==> config.mk <==
export PLATFORM = sky130hd
export DESIGN_NAME = layered_aabb_collision_probe_top
export DESIGN_NICKNAME = d
export VERILOG_FILES = /design/src/hdl/lacp_pkg.sv /design/src/hdl/layered_aabb_collision_probe_top.sv /design/src/hdl/lacp_geom_ram.sv /design/src/hdl/lacp_seq.sv /design/src/hdl/lacp_datapath.sv
export SDC_FILE = /design/constraint.sdc
export NUM_CORES = 1
export LEC_CHECK = 0
export BUFFER_PORTS_ARGS = -buffer_cell sky130_fd_sc_hd__buf_4
export CELL_PAD_IN_SITES_DETAIL_PLACEMENT = 1
export CELL_PAD_IN_SITES_GLOBAL_PLACEMENT = 1
export CORE_UTILIZATION = 40
export DETAILED_ROUTE_END_ITERATION = 10
export GPL_ROUTABILITY_DRIVEN = 0
export GPL_TIMING_DRIVEN = 0
export PLACE_DENSITY = 0.72
export SYNTH_ARGS = -nofsm -noshare
export SYNTH_HDL_FRONTEND = slang
export SYNTH_HIERARCHICAL = 1
export SYNTH_SLANG_ARGS = --single-unit
==> constraint.sdc <==
create_clock -name i_clk -period 6.6 [get_ports i_clk]
set_input_delay 0.66 -clock i_clk [delete_from_list [all_inputs] [get_ports i_clk]]
set_output_delay 0.66 -clock i_clk [all_outputs]
set_load 0.005 [all_outputs]
==> src/hdl/lacp_pkg.sv <==
// Package for the layered box collision probe: sizes, stream field offsets,
// shared types and the microcode table of the probe sequencer.
// Depends on nothing; every module of the block imports it.
package lacp_pkg;

    // Table and coordinate sizes
    localparam int MAX_BOXES  = 16;
    localparam int COORD_BITS = 16;
    localparam int IDX_W      = (MAX_BOXES > 1) ? $clog2(MAX_BOXES) : 1;
    localparam int SIZE_W     = 15;
    localparam int EDGE_W     = ((COORD_BITS > SIZE_W) ? COORD_BITS : SIZE_W) + 2;
    localparam int LAYER_W    = 4;
    localparam int SLOT_W     = 4;
    localparam int FIELD_C_W  = 16;

    // Layer code that means no layer
    localparam logic [LAYER_W-1:0] LAYER_NONE = '0;

    // Input tdata layout, lowest bit first
    localparam int IN_SLOT_LO = 0;
    localparam int IN_EN_LO   = IN_SLOT_LO + SLOT_W;
    localparam int IN_OWN_LO  = IN_EN_LO + 1;
    localparam int IN_TGT_LO  = IN_OWN_LO + LAYER_W;
    localparam int IN_CX_LO   = IN_TGT_LO + LAYER_W;
    localparam int IN_CY_LO   = IN_CX_LO + FIELD_C_W;
    localparam int IN_W_LO    = IN_CY_LO + FIELD_C_W;
    localparam int IN_H_LO    = IN_W_LO + SIZE_W;
    localparam int IN_BITS    = IN_H_LO + SIZE_W;
    localparam int IN_TDATA_W = ((IN_BITS + 7) / 8) * 8;
    localparam int OUT_TDATA_W = 8;

    // Command codes carried in the input tuser
    localparam logic CMD_WRITE = 1'b0;
    localparam logic CMD_PROBE = 1'b1;

    // Geometry of one box as stored in the RAM
    typedef struct packed {
        logic signed [COORD_BITS-1:0] cx;
        logic signed [COORD_BITS-1:0] cy;
        logic [SIZE_W-1:0]            w;
        logic [SIZE_W-1:0]            h;
    } t_geom;

    // Geometry RAM access
    typedef struct packed {
        logic             we;
        logic             re;
        logic [IDX_W-1:0] addr;
        t_geom            wdata;
    } t_ram_req;

    // Read address source of a microcode step
    typedef enum logic [1:0] {
        RD_SLOT,
        RD_ZERO,
        RD_IDX
    } t_rd_sel;

    // Jump condition of a microcode step
    typedef enum logic [2:0] {
        C_NONE,
        C_PROBE,
        C_SRC_BAD,
        C_WALK_END,
        C_OUT_FREE
    } t_cond;

    // Microcode step addresses
    typedef logic [1:0] t_step;
    localparam t_step STEP_IDLE = 2'd0;
    localparam t_step STEP_SRC  = 2'd1;
    localparam t_step STEP_WALK = 2'd2;
    localparam t_step STEP_DONE = 2'd3;

    // One control word
    typedef struct packed {
        logic    accept;
        logic    load_src;
        logic    eval;
        logic    finish;
        t_rd_sel rd_sel;
        t_cond   cond;
        t_step   target;
    } t_ctl;

    // Status from the datapath back to the sequencer
    typedef struct packed {
        logic probe_acc;
        logic src_bad;
        logic walk_end;
        logic final_done;
    } t_status;

    // Control store
    function automatic t_ctl rom_word(input t_step step);
        t_ctl w;
        w = '{accept: 1'b0, load_src: 1'b0, eval: 1'b0, finish: 1'b0,
              rd_sel: RD_SLOT, cond: C_NONE, target: STEP_IDLE};
        case (step)
            STEP_IDLE: begin
                w.accept = 1'b1;
                w.rd_sel = RD_SLOT;
                w.cond   = C_PROBE;
                w.target = STEP_SRC;
            end
            STEP_SRC: begin
                w.load_src = 1'b1;
                w.rd_sel   = RD_ZERO;
                w.cond     = C_SRC_BAD;
                w.target   = STEP_DONE;
            end
            STEP_WALK: begin
                w.eval   = 1'b1;
                w.rd_sel = RD_IDX;
                w.cond   = C_WALK_END;
                w.target = STEP_DONE;
            end
            STEP_DONE: begin
                w.finish = 1'b1;
                w.cond   = C_OUT_FREE;
                w.target = STEP_IDLE;
            end
            default: begin
                w.cond   = C_NONE;
                w.target = STEP_IDLE;
            end
        endcase
        return w;
    endfunction

endpackage

==> src/hdl/layered_aabb_collision_probe_top.sv <==
// Channel   Dir  Handshake              Payload
// s (cmd)   in   i_s_tvalid/o_s_tready  tdata: box write or probe fields, tuser: cmd
// m (res)   out  o_m_tvalid/i_m_tready  tdata: source/hit slot, tuser: hit, tlast: last
//
// A write is stored as it is accepted. A probe runs slot read, source load, a walk
// of one table entry per cycle through the single read port of the geometry RAM
// while the output is not blocked, and the final result; a blocked output adds its wait.
// A probe of a disabled source or one that targets no layer skips the walk.
// Synchronous active-low reset clears the box flags at once (all boxes disabled)
// and the sequencer; geometry holds no reset and needs no clearing pass.
// New commands are taken only between probes; results wait in the output register.
module layered_aabb_collision_probe_top
    import lacp_pkg::*;
(
    input  logic                   i_clk,
    input  logic                   i_rst_n,
    input  logic                   i_s_tvalid,
    output logic                   o_s_tready,
    // slot[3:0], enable[4], own_layer[8:5], target_layer[12:9], centre_x[28:13],
    // centre_y[44:29], width[59:45], height[74:60], zero pad[79:75]
    input  logic [IN_TDATA_W-1:0]  i_s_tdata,
    // cmd
    input  logic                   i_s_tuser,
    output logic                   o_m_tvalid,
    input  logic                   i_m_tready,
    // source_slot[3:0], hit_slot[7:4]
    output logic [OUT_TDATA_W-1:0] o_m_tdata,
    // hit
    output logic                   o_m_tuser,
    output logic                   o_m_tlast
);

    t_ctl     ctl;
    t_status  status;
    t_ram_req ram_req;
    t_geom    ram_rdata;

    lacp_seq u_seq (
        .i_clk    (i_clk),
        .i_rst_n  (i_rst_n),
        .i_status (status),
        .o_ctl    (ctl)
    );

    lacp_geom_ram u_ram (
        .i_clk   (i_clk),
        .i_req   (ram_req),
        .o_rdata (ram_rdata)
    );

    lacp_datapath u_dp (
        .i_clk       (i_clk),
        .i_rst_n     (i_rst_n),
        .i_ctl       (ctl),
        .o_status    (status),
        .i_s_tvalid  (i_s_tvalid),
        .i_s_tdata   (i_s_tdata),
        .i_s_tuser   (i_s_tuser),
        .o_s_tready  (o_s_tready),
        .o_ram_req   (ram_req),
        .i_ram_rdata (ram_rdata),
        .o_m_tvalid  (o_m_tvalid),
        .i_m_tready  (i_m_tready),
        .o_m_tdata   (o_m_tdata),
        .o_m_tuser   (o_m_tuser),
        .o_m_tlast   (o_m_tlast)
    );

endmodule

==> src/hdl/lacp_geom_ram.sv <==
// Box geometry store: one port, written or read per cycle, registered read.
// Depends on lacp_pkg for the table depth and the geometry type.
module lacp_geom_ram
    import lacp_pkg::*;
(
    input  logic     i_clk,
    input  t_ram_req i_req,
    output t_geom    o_rdata
);

    t_geom r_mem [MAX_BOXES];
    t_geom r_rdata;

    // Write or read one entry
    always_ff @(posedge i_clk) begin
        if (i_req.we) begin
            r_mem[i_req.addr] <= i_req.wdata;
        end
        if (i_req.re) begin
            r_rdata <= r_mem[i_req.addr];
        end
    end

    assign o_rdata = r_rdata;

endmodule

==> src/hdl/lacp_seq.sv <==
// Probe sequencer: step counter over the microcode table with conditional jumps.
// Depends on lacp_pkg for the control store and the control/status types.
module lacp_seq
    import lacp_pkg::*;
(
    input  logic    i_clk,
    input  logic    i_rst_n,
    input  t_status i_status,
    output t_ctl    o_ctl
);

    t_step r_step;
    t_step n_step;
    t_ctl  ctl;

    // Fetch the control word of the current step
    always_comb begin
        ctl   = rom_word(r_step);
        o_ctl = ctl;
    end

    // Pick the next step
    always_comb begin
        case (ctl.cond)
            C_NONE:     n_step = ctl.target;
            C_PROBE:    n_step = i_status.probe_acc  ? ctl.target : r_step;
            C_SRC_BAD:  n_step = i_status.src_bad    ? ctl.target : r_step + 2'd1;
            C_WALK_END: n_step = i_status.walk_end   ? ctl.target : r_step;
            C_OUT_FREE: n_step = i_status.final_done ? ctl.target : r_step;
            default:    n_step = STEP_IDLE;
        endcase
    end

    // Advance the step counter
    always_ff @(posedge i_clk) begin
        if (!i_rst_n) begin
            r_step <= STEP_IDLE;
        end else begin
            r_step <= n_step;
        end
    end

endmodule

==> src/hdl/lacp_datapath.sv <==
// Probe datapath: box flag table, source edges, overlap test, pending hit and
// output register. Depends on lacp_pkg; drives the geometry RAM port.
module lacp_datapath
    import lacp_pkg::*;
(
    input  logic                   i_clk,
    input  logic                   i_rst_n,
    input  t_ctl                   i_ctl,
    output t_status                o_status,
    input  logic                   i_s_tvalid,
    input  logic [IN_TDATA_W-1:0]  i_s_tdata,
    input  logic                   i_s_tuser,
    output logic                   o_s_tready,
    output t_ram_req               o_ram_req,
    input  t_geom                  i_ram_rdata,
    output logic                   o_m_tvalid,
    input  logic                   i_m_tready,
    output logic [OUT_TDATA_W-1:0] o_m_tdata,
    output logic                   o_m_tuser,
    output logic                   o_m_tlast
);

    // Sign-extend or trim a coordinate field to the internal width
    function automatic logic signed [COORD_BITS-1:0] to_coord(input logic [FIELD_C_W-1:0] f);
        logic signed [31:0] v;
        v = 32'(signed'(f));
        return COORD_BITS'(v);
    endfunction

    function automatic logic signed [EDGE_W-1:0] edge_lo(
        input logic signed [COORD_BITS-1:0] c, input logic [SIZE_W-1:0] s);
        logic signed [EDGE_W-1:0] ce;
        logic signed [EDGE_W-1:0] he;
        ce = EDGE_W'(c);
        he = EDGE_W'(s[SIZE_W-1:1]);
        return ce - he;
    endfunction

    function automatic logic signed [EDGE_W-1:0] edge_hi(
        input logic signed [COORD_BITS-1:0] c, input logic [SIZE_W-1:0] s);
        logic signed [EDGE_W-1:0] ce;
        logic signed [EDGE_W-1:0] he;
        ce = EDGE_W'(c);
        he = EDGE_W'(s[SIZE_W-1:1]);
        return ce + he;
    endfunction

    // Input fields
    logic [SLOT_W-1:0]  in_slot;
    logic               in_en;
    logic [LAYER_W-1:0] in_own;
    logic [LAYER_W-1:0] in_tgt;
    logic               slot_ok;
    logic               in_acc;
    logic               probe_acc;

    assign in_slot = i_s_tdata[IN_SLOT_LO +: SLOT_W];
    assign in_en   = i_s_tdata[IN_EN_LO];
    assign in_own  = i_s_tdata[IN_OWN_LO +: LAYER_W];
    assign in_tgt  = i_s_tdata[IN_TGT_LO +: LAYER_W];
    assign slot_ok = (32'(in_slot) < MAX_BOXES);
    assign in_acc  = i_ctl.accept && i_s_tvalid;
    assign probe_acc = in_acc && (i_s_tuser == CMD_PROBE);
    assign o_s_tready = i_ctl.accept;

    // Flag table, cleared by reset
    logic               r_flag_en  [MAX_BOXES];
    logic [LAYER_W-1:0] r_flag_own [MAX_BOXES];
    logic [LAYER_W-1:0] r_flag_tgt [MAX_BOXES];

    // Read side registers, aligned with the RAM read data
    logic               r_rd_en;
    logic [LAYER_W-1:0] r_rd_own;
    logic [LAYER_W-1:0] r_rd_tgt;
    logic [IDX_W-1:0]   r_rd_idx;
    logic [IDX_W-1:0]   r_idx;

    // Source box
    logic [SLOT_W-1:0]        r_src_slot;
    logic                     r_src_ok_slot;
    logic [LAYER_W-1:0]       r_src_tgt;
    logic signed [EDGE_W-1:0] r_src_l;
    logic signed [EDGE_W-1:0] r_src_r;
    logic signed [EDGE_W-1:0] r_src_t;
    logic signed [EDGE_W-1:0] r_src_b;

    // Pending hit and output register
    logic             r_pend_valid;
    logic [IDX_W-1:0] r_pend_slot;
    logic             r_out_valid;
    logic [SLOT_W-1:0] r_out_src;
    logic [SLOT_W-1:0] r_out_hslot;
    logic             r_out_hit;
    logic             r_out_last;

    // Candidate test
    logic signed [EDGE_W-1:0] cand_l;
    logic signed [EDGE_W-1:0] cand_r;
    logic signed [EDGE_W-1:0] cand_t;
    logic signed [EDGE_W-1:0] cand_b;
    logic     cand_hit;
    logic     need_push;
    logic     out_free;
    logic     stall;
    logic     walk_go;
    t_ram_req req;

    always_comb begin
        cand_l = edge_lo(i_ram_rdata.cx, i_ram_rdata.w);
        cand_r = edge_hi(i_ram_rdata.cx, i_ram_rdata.w);
        cand_t = edge_lo(i_ram_rdata.cy, i_ram_rdata.h);
        cand_b = edge_hi(i_ram_rdata.cy, i_ram_rdata.h);
        cand_hit = (r_rd_idx != IDX_W'(r_src_slot)) && r_rd_en && (r_rd_own == r_src_tgt)
                   && (r_src_r >= cand_l) && (r_src_l <= cand_r)
                   && (r_src_b >= cand_t) && (r_src_t <= cand_b);
        out_free  = !r_out_valid || i_m_tready;
        need_push = cand_hit && r_pend_valid;
        stall     = i_ctl.eval && need_push && !out_free;
        walk_go   = i_ctl.eval && !stall;
    end

    // Drive the geometry RAM port
    always_comb begin
        req.wdata.cx = to_coord(i_s_tdata[IN_CX_LO +: FIELD_C_W]);
        req.wdata.cy = to_coord(i_s_tdata[IN_CY_LO +: FIELD_C_W]);
        req.wdata.w  = i_s_tdata[IN_W_LO +: SIZE_W];
        req.wdata.h  = i_s_tdata[IN_H_LO +: SIZE_W];
        req.we = in_acc && (i_s_tuser == CMD_WRITE) && slot_ok;
        req.re = probe_acc || i_ctl.load_src || walk_go;
        case (i_ctl.rd_sel)
            RD_SLOT: req.addr = IDX_W'(in_slot);
            RD_ZERO: req.addr = '0;
            RD_IDX:  req.addr = r_idx;
            default: req.addr = '0;
        endcase
        o_ram_req = req;
    end

    // Status for the sequencer
    always_comb begin
        o_status.probe_acc  = probe_acc;
        o_status.src_bad    = !(r_src_ok_slot && r_rd_en && (r_rd_tgt != LAYER_NONE));
        o_status.walk_end   = walk_go && (r_rd_idx == IDX_W'(MAX_BOXES - 1));
        o_status.final_done = i_ctl.finish && out_free;
    end

    // Update the flag table on writes
    always_ff @(posedge i_clk) begin
        if (!i_rst_n) begin
            for (int i = 0; i < MAX_BOXES; i++) begin
                r_flag_en[i]  <= 1'b0;
                r_flag_own[i] <= '0;
                r_flag_tgt[i] <= '0;
            end
        end else if (req.we) begin
            r_flag_en[req.addr]  <= in_en;
            r_flag_own[req.addr] <= in_own;
            r_flag_tgt[req.addr] <= in_tgt;
        end
    end

    // Read flags alongside the RAM and advance the walk index
    always_ff @(posedge i_clk) begin
        if (req.re) begin
            r_rd_en  <= r_flag_en[req.addr];
            r_rd_own <= r_flag_own[req.addr];
            r_rd_tgt <= r_flag_tgt[req.addr];
            r_rd_idx <= req.addr;
        end
        if (i_ctl.load_src) begin
            r_idx <= IDX_W'(1);
        end else if (walk_go) begin
            r_idx <= r_idx + IDX_W'(1);
        end
    end

    // Capture the source slot, then its flags and edges
    always_ff @(posedge i_clk) begin
        if (probe_acc) begin
            r_src_slot    <= in_slot;
            r_src_ok_slot <= slot_ok;
        end
        if (i_ctl.load_src) begin
            r_src_tgt <= r_rd_tgt;
            r_src_l   <= cand_l;
            r_src_r   <= cand_r;
            r_src_t   <= cand_t;
            r_src_b   <= cand_b;
        end
    end

    // Hold one hit back until the next hit or the end shows whether it is last
    always_ff @(posedge i_clk) begin
        if (!i_rst_n) begin
            r_pend_valid <= 1'b0;
            r_out_valid  <= 1'b0;
        end else begin
            if (i_ctl.load_src) begin
                r_pend_valid <= 1'b0;
            end else if (walk_go && cand_hit) begin
                r_pend_valid <= 1'b1;
            end else if (o_status.final_done) begin
                r_pend_valid <= 1'b0;
            end
            if ((walk_go && need_push) || o_status.final_done) begin
                r_out_valid <= 1'b1;
            end else if (i_m_tready) begin
                r_out_valid <= 1'b0;
            end
        end
    end

    // Load the output transaction
    always_ff @(posedge i_clk) begin
        if (walk_go && cand_hit) begin
            r_pend_slot <= r_rd_idx;
        end
        if (walk_go && need_push) begin
            r_out_src   <= r_src_slot;
            r_out_hslot <= SLOT_W'(r_pend_slot);
            r_out_hit   <= 1'b1;
            r_out_last  <= 1'b0;
        end else if (o_status.final_done) begin
            r_out_src   <= r_src_slot;
            r_out_hslot <= r_pend_valid ? SLOT_W'(r_pend_slot) : '0;
            r_out_hit   <= r_pend_valid;
            r_out_last  <= 1'b1;
        end
    end

    assign o_m_tvalid = r_out_valid;
    assign o_m_tdata  = {r_out_hslot, r_out_src};
    assign o_m_tuser  = r_out_hit;
    assign o_m_tlast  = r_out_last;

    // Checks
    a_no_rw: assert property (@(posedge i_clk) disable iff (!i_rst_n)
        !(req.we && req.re))
        else $error("geometry RAM written and read in one cycle");

    a_final: assert property (@(posedge i_clk) disable iff (!i_rst_n)
        o_status.final_done |=> (r_out_valid && r_out_last && !r_pend_valid))
        else $error("probe end did not leave a last transaction");

    a_empty_last: assert property (@(posedge i_clk) disable iff (!i_rst_n)
        (r_out_valid && !r_out_hit) |-> r_out_last)
        else $error("empty result not marked last");

    a_stall_hold: assert property (@(posedge i_clk) disable iff (!i_rst_n)
        stall |=> ($stable(r_rd_idx) && $stable(r_idx) && r_pend_valid))
        else $error("walk moved while the output was blocked");

endmodule
### Word-level counts from Yosys, hierarchy flattened

Memory sizes are Yosys's and may differ from the RTL's. A register that Yosys moved wholly into a read port is not among the register bits.
Cells that the tools add are included.

* bits in latches: 0
* output and inout bits: 12
* memories kept: 4
* memory bits (writable): 1136
* register bits after elaboration: 106
* bits in read-only memories: 0

* add/sub/neg operators: 6
* div/mod/pow operators: 0
* multipliers: 0
* bitwise gates (word level): 2
* shift operators: 0
* equal/unequal tests: 14
* reduce and logical (&&, ||, !) cells: 37
* $lt $le $gt $ge: 4
* mux-type cells: 35

Memories
* u_ram.r_mem: depth 16, width 62, read ports 1, clocked after memory_dff 1, wr ports 1, RTL line lacp_geom_ram.sv:11 `t_geom r_mem [MAX_BOXES];`
* u_dp.r_flag_own: depth 16, width 4, read ports 1, clocked after memory_dff 1, wr ports 16, RTL line lacp_datapath.sv:68 `logic [LAYER_W-1:0] r_flag_own [MAX_BOXES];`
* u_dp.r_flag_tgt: depth 16, width 4, read ports 1, clocked after memory_dff 1, wr ports 16, RTL line lacp_datapath.sv:69 `logic [LAYER_W-1:0] r_flag_tgt [MAX_BOXES];`
* u_dp.r_flag_en: depth 16, width 1, read ports 1, clocked after memory_dff 1, wr ports 16, RTL line lacp_datapath.sv:67 `logic r_flag_en [MAX_BOXES];`

Operator list (count)
* $mux 4: 10
* $ge 18x18->1: 2
* $le 18x18->1: 2
* $add 16x15->17: 2
* $sub 16x15->17: 2
* $pmux 5 s4: 1
* $logic_and 1x1->1: 18
* $mux 1: 17
* $pmux 2 s5: 1
* $mux 2: 4
* $pmux 4 s2: 1
* $reduce_or 4->1: 2
* $eq 2x2->1 const B: 3
* $eq 3x2->1 const B: 2
* $ne 2x1->1 const B: 3
* $reduce_bool 2->1: 3
* $add 4x1->4 const B: 1
* $eq 4x4->1: 1
* $eq 4x4->1 const B: 1
* $logic_not 2->1: 2
* $logic_or 1x1->1: 4
* $ne 4x4->1: 1
* $pmux 2 s2: 1
* $reduce_bool 4->1: 1
* 10 further kinds: 13

### Depth between registers and ports, before layout

Gate-level depths: netlist (run 1).

* depth in word-level cells: 15
* gate-level depth with buffers: 23
* mapped depth without buffers: 22

### Hierarchy

Netlist (run 1), hierarchy kept.

By module, submodules not included
* lacp_geom_ram: instances 1, cells an instance 1599, area each 38954.9 um^2
* lacp_datapath: instances 1, cells an instance 1504, area each 15228.4 um^2
* lacp_seq: instances 1, cells an instance 30, area each 285.3 um^2

### Least setup slack after synthesis (run 1)

Ideal clock, no wire load.

* path kind: register to register
* start point: reg u_seq.r_step[0]
* end point: mem u_ram/r_mem[0][0] (netlist name) (enable)
* clock period less this slack: 7.102 ns
* data required time: 6.042 ns
* setup slack: -0.502 ns
* stages on the path, launching flop included: 15
* library setup time: 0.558 ns
* arrival time: 6.544 ns
* cells stage by stage: dfxtp_1 -> inv_1 -> ha_1 -> buf_2 -> mux2i_1 -> or2_2 -> clkbuf_1 -> inv_1 -> buf_2 -> buf_2 -> buf_2 -> buf_2 -> buf_2 -> buf_2 -> nor3_1

RTL lines
* from (decl): RTL line lacp_seq.sv:12 `t_step r_step;`
* from (signal assigned): RTL line lacp_seq.sv:39 `r_step <= n_step;`
* to (decl): RTL line lacp_geom_ram.sv:11

==> flow_summary.ini, run 1 <==
[outcome]
outcome = finished clean

[worst_setup_path]
arrival_ns = 6.29
cp_slowest_stage_delay_ns = 0.47
timing.critical_path.to = u_ram/o_rdata[17]
path_buf_inv = 3
crit_cells = 22
startpoint_type = flop
crit_path_max_fanout = 63
critPathKind = flop to flop
required_ns = 7.02
reg2reg_depth = 22
startpoint = u_ram/o_rdata[30]
cp-end-kind = flop
r2r_slack_ns = 0.73
r2r_start = u_ram/o_rdata[30]
crit_slowest_cell = edfxtp_1
reg2reg_to = u_ram/o_rdata[17]
crit_chain = ha_1, inv_1, fa_1, o21bai_1, a21oi_1, o311ai_1, o221ai_1, o41ai_1, o22a_1, a21oi_1, xnor2_1, ha_1, nand3_2, nor4_4, o31ai_1, a31oi_2, o21ba_1, and4_4, buf_6, nor2_1, or3_4, buf_16
cp_top_family = compound AO/OA/AOI/OAI gates

[final_layout]
final_cell_count_no_fill = 5181
area_delta_synth_final_pct = 15.3
final_layout_size_suffix_gt1_frac = 0.202
final_common_cell = edfxtp_1
nNetsFinal = 3530
mostFrequentLayoutCells = 1,247 x edfxtp_1, 261 x nand2_1, 240 x mux4_2
fillers = 12500

[drt]
drt-initial-drc-count = 2668
vias = 28700
via_per_inst = 5.55
wl_per_cell_um = 26.6
drc = 0
first_pass_iters = 5
routed_wl_um = 138000
ant_nets = 0

[sta]
period_needed_ns = 5.87
tightest_slew_ns = 1.35
fin_setup_tns_ns = 0
maxSlewHeadroom = 0.0898
fin_skew_ns = 0.0435
min_period_over_period = 0.889
maxSlewViolCount = 0
setup-violations-final = 0
hold_viol_final = 0
fmaxAchievable_mhz = 170
rsz0062_at_grt = false

[pwr]
p_int_w = 0.0188
clkPwrFrac = 0.262
combPwrFrac = 0.376
net-switching-power_w = 0.0105
sw_frac_of_total = 0.358
leakagePower_nw = 20.6
seqPwrFrac = 0.362
ir_worst_vdd_mv = 0.271
power_density_nw_per_um2 = 476

[placed_design]
io_buffer_count = 28
dp_hpwl_um = 93000
place_inst = 4927

[global_routing]
grt_start_max_net_pins = 78
gr-total-overflow = 0
grt_pass1_vias = 30400
antenna_found_initial = 11
track_usage = 0.205
grt_pass1_wl_um = 202000

[clock_network]
tritoncts = yes
cts-resized-gates = 0
clk_latency_ns = 0.79
cts_root_buf = clkbuf_16
cts_buffers = 137
cts.sinks = 1273
clkTransAtPathRegs_ns = 0.06
post-cts-setup-buffer-count = 0
h-tree-depth = 4
clk_path_buf_depth = 3
cts_hold_buf = 0

[floorplanning]
row_count = 133
start_util = 0.404
fp.dieW_um = 367
core_um2 = 132000
chipHeight_um = 367
dieArea_um2 = 134000
io_pins = 97

[logic_synthesis]
synth_area_per_cell_um2 = 17.3
yosysWarningCount = 6
syn_inst = 3080
synth_area_um2 = 53200
synthesis.nets = 3299

[worst_hold_path]
hold_class = primary input to flop

[job]
maxCapViolCount = 0
## layer usage
metal	up-vias	global-route usage	part of all wire
met3	244	0.0405	0.064
met1	15100	0.264	0.41
li1	12400	-	-
met5	-	0	0.00043
met2	1003	0.348	0.50
met4	10	0.0690	0.030
## power by group through the flow
| stage | clock network [W] | registers [W] | logic [W] |
|---|---|---|---|
| CTS | 0.00780 | 0.0106 | 0.0111 |
| finish | 0.00766 | 0.0106 | 0.0110 |
| global placement | 0 | 0.0108 | 0.0105 |
| floorplan | 0 | 0.0106 | 0.00746 |
| detailed placement | 0 | 0.0107 | 0.0110 |
| global route | 0.00806 | 0.0106 | 0.0120 |
## registers in the layout, indices dropped and copies added, names as in the netlist, 16 cells and up
| signal | count |
|---|---|
| u_dp/r_flag_en | 16 |
| u_dp/r_src_b | 16 |
| u_dp/r_flag_tgt | 64 |
| u_ram/o_rdata | 60 |
| u_ram/r_mem | 960 |
| u_dp/r_flag_own | 64 |
| u_dp/r_src_l | 17 |
| u_dp/r_src_t | 17 |
| u_dp/r_src_r | 16 |
## final cells by class
cell class	count	area, µm²	share of cell area
clock inverters	84	991	0.0162
inverters	124	465	0.00759
diodes	3	7.51	0.000122
repair buffers	92	1260	0.0205
well taps	1755	2200	0.0358
plain buffers	217	1200	0.0196
clock buffers	167	3550	0.0579
multi-input cells	1466	13700	0.223
flip-flops and latches	1273	38000	0.619
## how the worst min path moves through the flow
| stage | startpoint | endpoint | slack (ns) | cells after the start |
|---|---|---|---|---|
| 2_1_floorplan | u_dp/r_rd_tgt[1] | u_dp/r_src_tgt[1] | 0.43 | 0 |
| 3_3_place_gp | u_dp/r_rd_tgt[1] | u_dp/r_src_tgt[1] | 0.43 | 0 |
| 3_5_place_dp | u_dp/r_rd_tgt[1] | u_dp/r_src_tgt[1] | 0.43 | 0 |
| 4_1_cts | i_s_tdata[1] | u_dp/r_src_slot[1] | 0.02 | 1 |
| 5_1_grt | i_s_tdata[2] | u_dp/r_src_slot[2] | 0.03 | 1 |
| 6_report | i_s_tdata[1] | u_dp/r_src_slot[1] | 0.07 | 1 |
## per-stage QoR
| stage | power (W) | hold WS, ns | setup slack (ns) | utilization | area [µm²] |
|---|---|---|---|---|---|
| 4_1_cts | 0.0294 | 0.0181 | 0.673 | 0.466 | 61300 |
| 6_report | 0.0292 | 0.0699 | 0.730 | 0.466 | 61300 |
| 5_1_grt | 0.0307 | 0.0280 | 0.363 | 0.466 | 61300 |
| 3_5_place_dp | 0.0217 | 0.434 | 0.716 | 0.431 | 56800 |
| 3_3_place_gp | 0.0213 | 0.434 | -6.56 | 0.422 | 55600 |
| 2_1_floorplan | 0.0180 | 0.427 | -0.345 | - | 53200 |
No activity file was read; power rests on OpenSTA's default activity.
==> run 2, diff against run 1 <==
--- a/config.mk
+++ b/config.mk
@@ -11,8 +11,8 @@
 export CORE_UTILIZATION = 40
 export DETAILED_ROUTE_END_ITERATION = 10
 export GPL_ROUTABILITY_DRIVEN = 0
-export GPL_TIMING_DRIVEN = 0
 export PLACE_DENSITY = 0.72
+export REMOVE_ABC_BUFFERS = 1
 export SYNTH_ARGS = -nofsm -noshare
 export SYNTH_HDL_FRONTEND = slang
 export SYNTH_HIERARCHICAL = 1
==> run 2 against run 1 <==
Effect of this change: fmax up 2.3%; critical path depth down 3; critical endpoint is now u_ram/o_rdata[16]; global-route usage down 1.7 points; via count down 4.0%; highest routed layer unchanged; largest power group is now registers; non-clock buffer count down 156; setup slack better by 0.13 ns; total power down 2.3%; final area down 1.9%; combinational power down 5%.
==> flow_summary.ini, run 2 (same netlist as run 1, synthesis figures left out) <==
[outcome]
outcome = finished clean

[floorplanning]
dieArea_um2 = 134000
row_count = 133
core_um2 = 132000
io_pins = 97
fp.dieW_um = 367
start_util = 0.404
chipHeight_um = 367

[sta]
setup-violations-final = 0
maxSlewHeadroom = 0.172
min_period_over_period = 0.870
period_needed_ns = 5.74
tightest_slew_ns = 1.23
rsz0062_at_grt = false
hold_viol_final = 0
fmaxAchievable_mhz = 174
fin_skew_ns = 0.0564
fin_setup_tns_ns = 0
maxSlewViolCount = 0

[pwr]
leakagePower_nw = 20.2
ir_worst_vdd_mv = 0.354
power_density_nw_per_um2 = 474

[worst_setup_path]
startpoint_type = flop
crit_chain = ha_1, inv_1, fa_1, o21bai_1, a21oi_1, or3_1, a31oi_1, a311oi_1, o21bai_1, a21oi_1, o21ai_0, ha_1, o221ai_1, nor4_1, and3_1, and4_4, nor2_1, or3_4, buf_12
crit_slowest_cell = nor4_1
required_ns = 7.09
cp_slowest_stage_delay_ns = 0.53
cp-end-kind = flop
critPathKind = flop to flop
arrival_ns = 6.23
crit_path_max_fanout = 26

[global_routing]
antenna_found_initial = 6
grt_start_max_net_pins = 133
grt_pass1_vias = 29300
grt_pass1_wl_um = 188000
track_usage = 0.188
gr-total-overflow = 0

[clock_network]
tritoncts = yes
cts_buffers = 134
post-cts-setup-buffer-count = 0
clkTransAtPathRegs_ns = 0.06
cts.sinks = 1273
clk_latency_ns = 0.79
clk_path_buf_depth = 3
cts_root_buf = clkbuf_16
cts_hold_buf = 0
h-tree-depth = 4
cts-resized-gates = 0

[job]
maxCapViolCount = 0

[final_layout]
mostFrequentLayoutCells = 1,247 x edfxtp_1, 261 x nand2_1, 240 x mux4_2
final_common_cell = edfxtp_1
area_delta_synth_final_pct = 13.1
nNetsFinal = 3371
regMostFlops = u_ram/r_mem
postLayoutCoreUtil = 0.457
final_layout_size_suffix_gt1_frac = 0.196
largest_reg_flops = 960
top_regs = u_ram/r_mem x960, u_dp/r_flag_own x64, u_dp/r_flag_tgt x64

[placed_design]
io_buffer_count = 89
dp_hpwl_um = 70900

[drt]
vias = 27600
wl_met1_um = 55800
met2WireLength_um = 61300
drc = 0
via_per_inst = 5.50
dr_wl_met3_um = 6620
wl_per_cell_um = 25.2
ant_nets = 0
drt-initial-drc-count = 2350
routed_wl_um = 126000
first_pass_iters = 5
highest_layer = met5

[worst_hold_path]
hold_class = primary input to flop
run 2: metal layers:
layer  up-vias  global-route usage
met5         -                   0
met2       755               0.306
met3       172              0.0305
met1     14600               0.261
li1      12100                   -
met4        10              0.0530
run 2: area by class of cell:
class | count | area, µm²
inverters | 124 | 480
well taps | 1755 | 2200
multi-input cells | 1466 | 13700
repair buffers | 153 | 1310
fillers | 12400 | 71500
clock inverters | 80 | 961
diodes | 2 | 5.00
flip-flops and latches | 1273 | 38000
clock buffers | 165 | 3510
run 2: path summary, 6_finish.rpt:
kind	start	endpoint	slack, ns	depth (start not counted)
max	u_ram/o_rdata[16]	u_ram/o_rdata[16]	0.86	19
min	i_s_tdata[1]	u_dp/r_src_slot[1]	0.09	1
max reg2reg	u_ram/o_rdata[16]	u_ram/o_rdata[16]	0.86	19
min reg2reg	u_dp/r_rd_tgt[2]	u_dp/r_src_tgt[2]	0.46	0
run 2: metrics by stage:
stage | power [W] | setup WS [ns] | hold slack, ns | cells | instance area (µm²)
6_report | 0.0285 | 0.860 | 0.0926 | 5018 | 60200
5_1_grt | 0.0301 | 0.509 | 0.0688 | 5016 | 60200
4_1_cts | 0.0288 | 0.843 | 0.0478 | 5016 | 60200
3_5_place_dp | 0.0211 | 0.913 | 0.449 | 4771 | 55700
3_3_place_gp | 0.0208 | 0.991 | 0.443 | 4771 | 55700
2_1_floorplan | 0.0185 | -14.76 | 0.427 | 2863 | 52000
run 2: critical path: cells and delay by family (launching register included):
kind	cells	cell delay [ns]
flops	1	0.36
simple gates	6	2.01
compound gates	8	1.81
fa+ha+maj	3	0.92
buf+inv	2	0.34
run 2: power by group:
group | internal [W] | leakage (nW) | switching [W] | total [W]
Combinational | 0.00413 | 6.30 | 0.00627 | 0.0104
Clock | 0.00437 | 2.16 | 0.00323 | 0.00760
Sequential | 0.0102 | 11.7 | 0.000365 | 0.0105
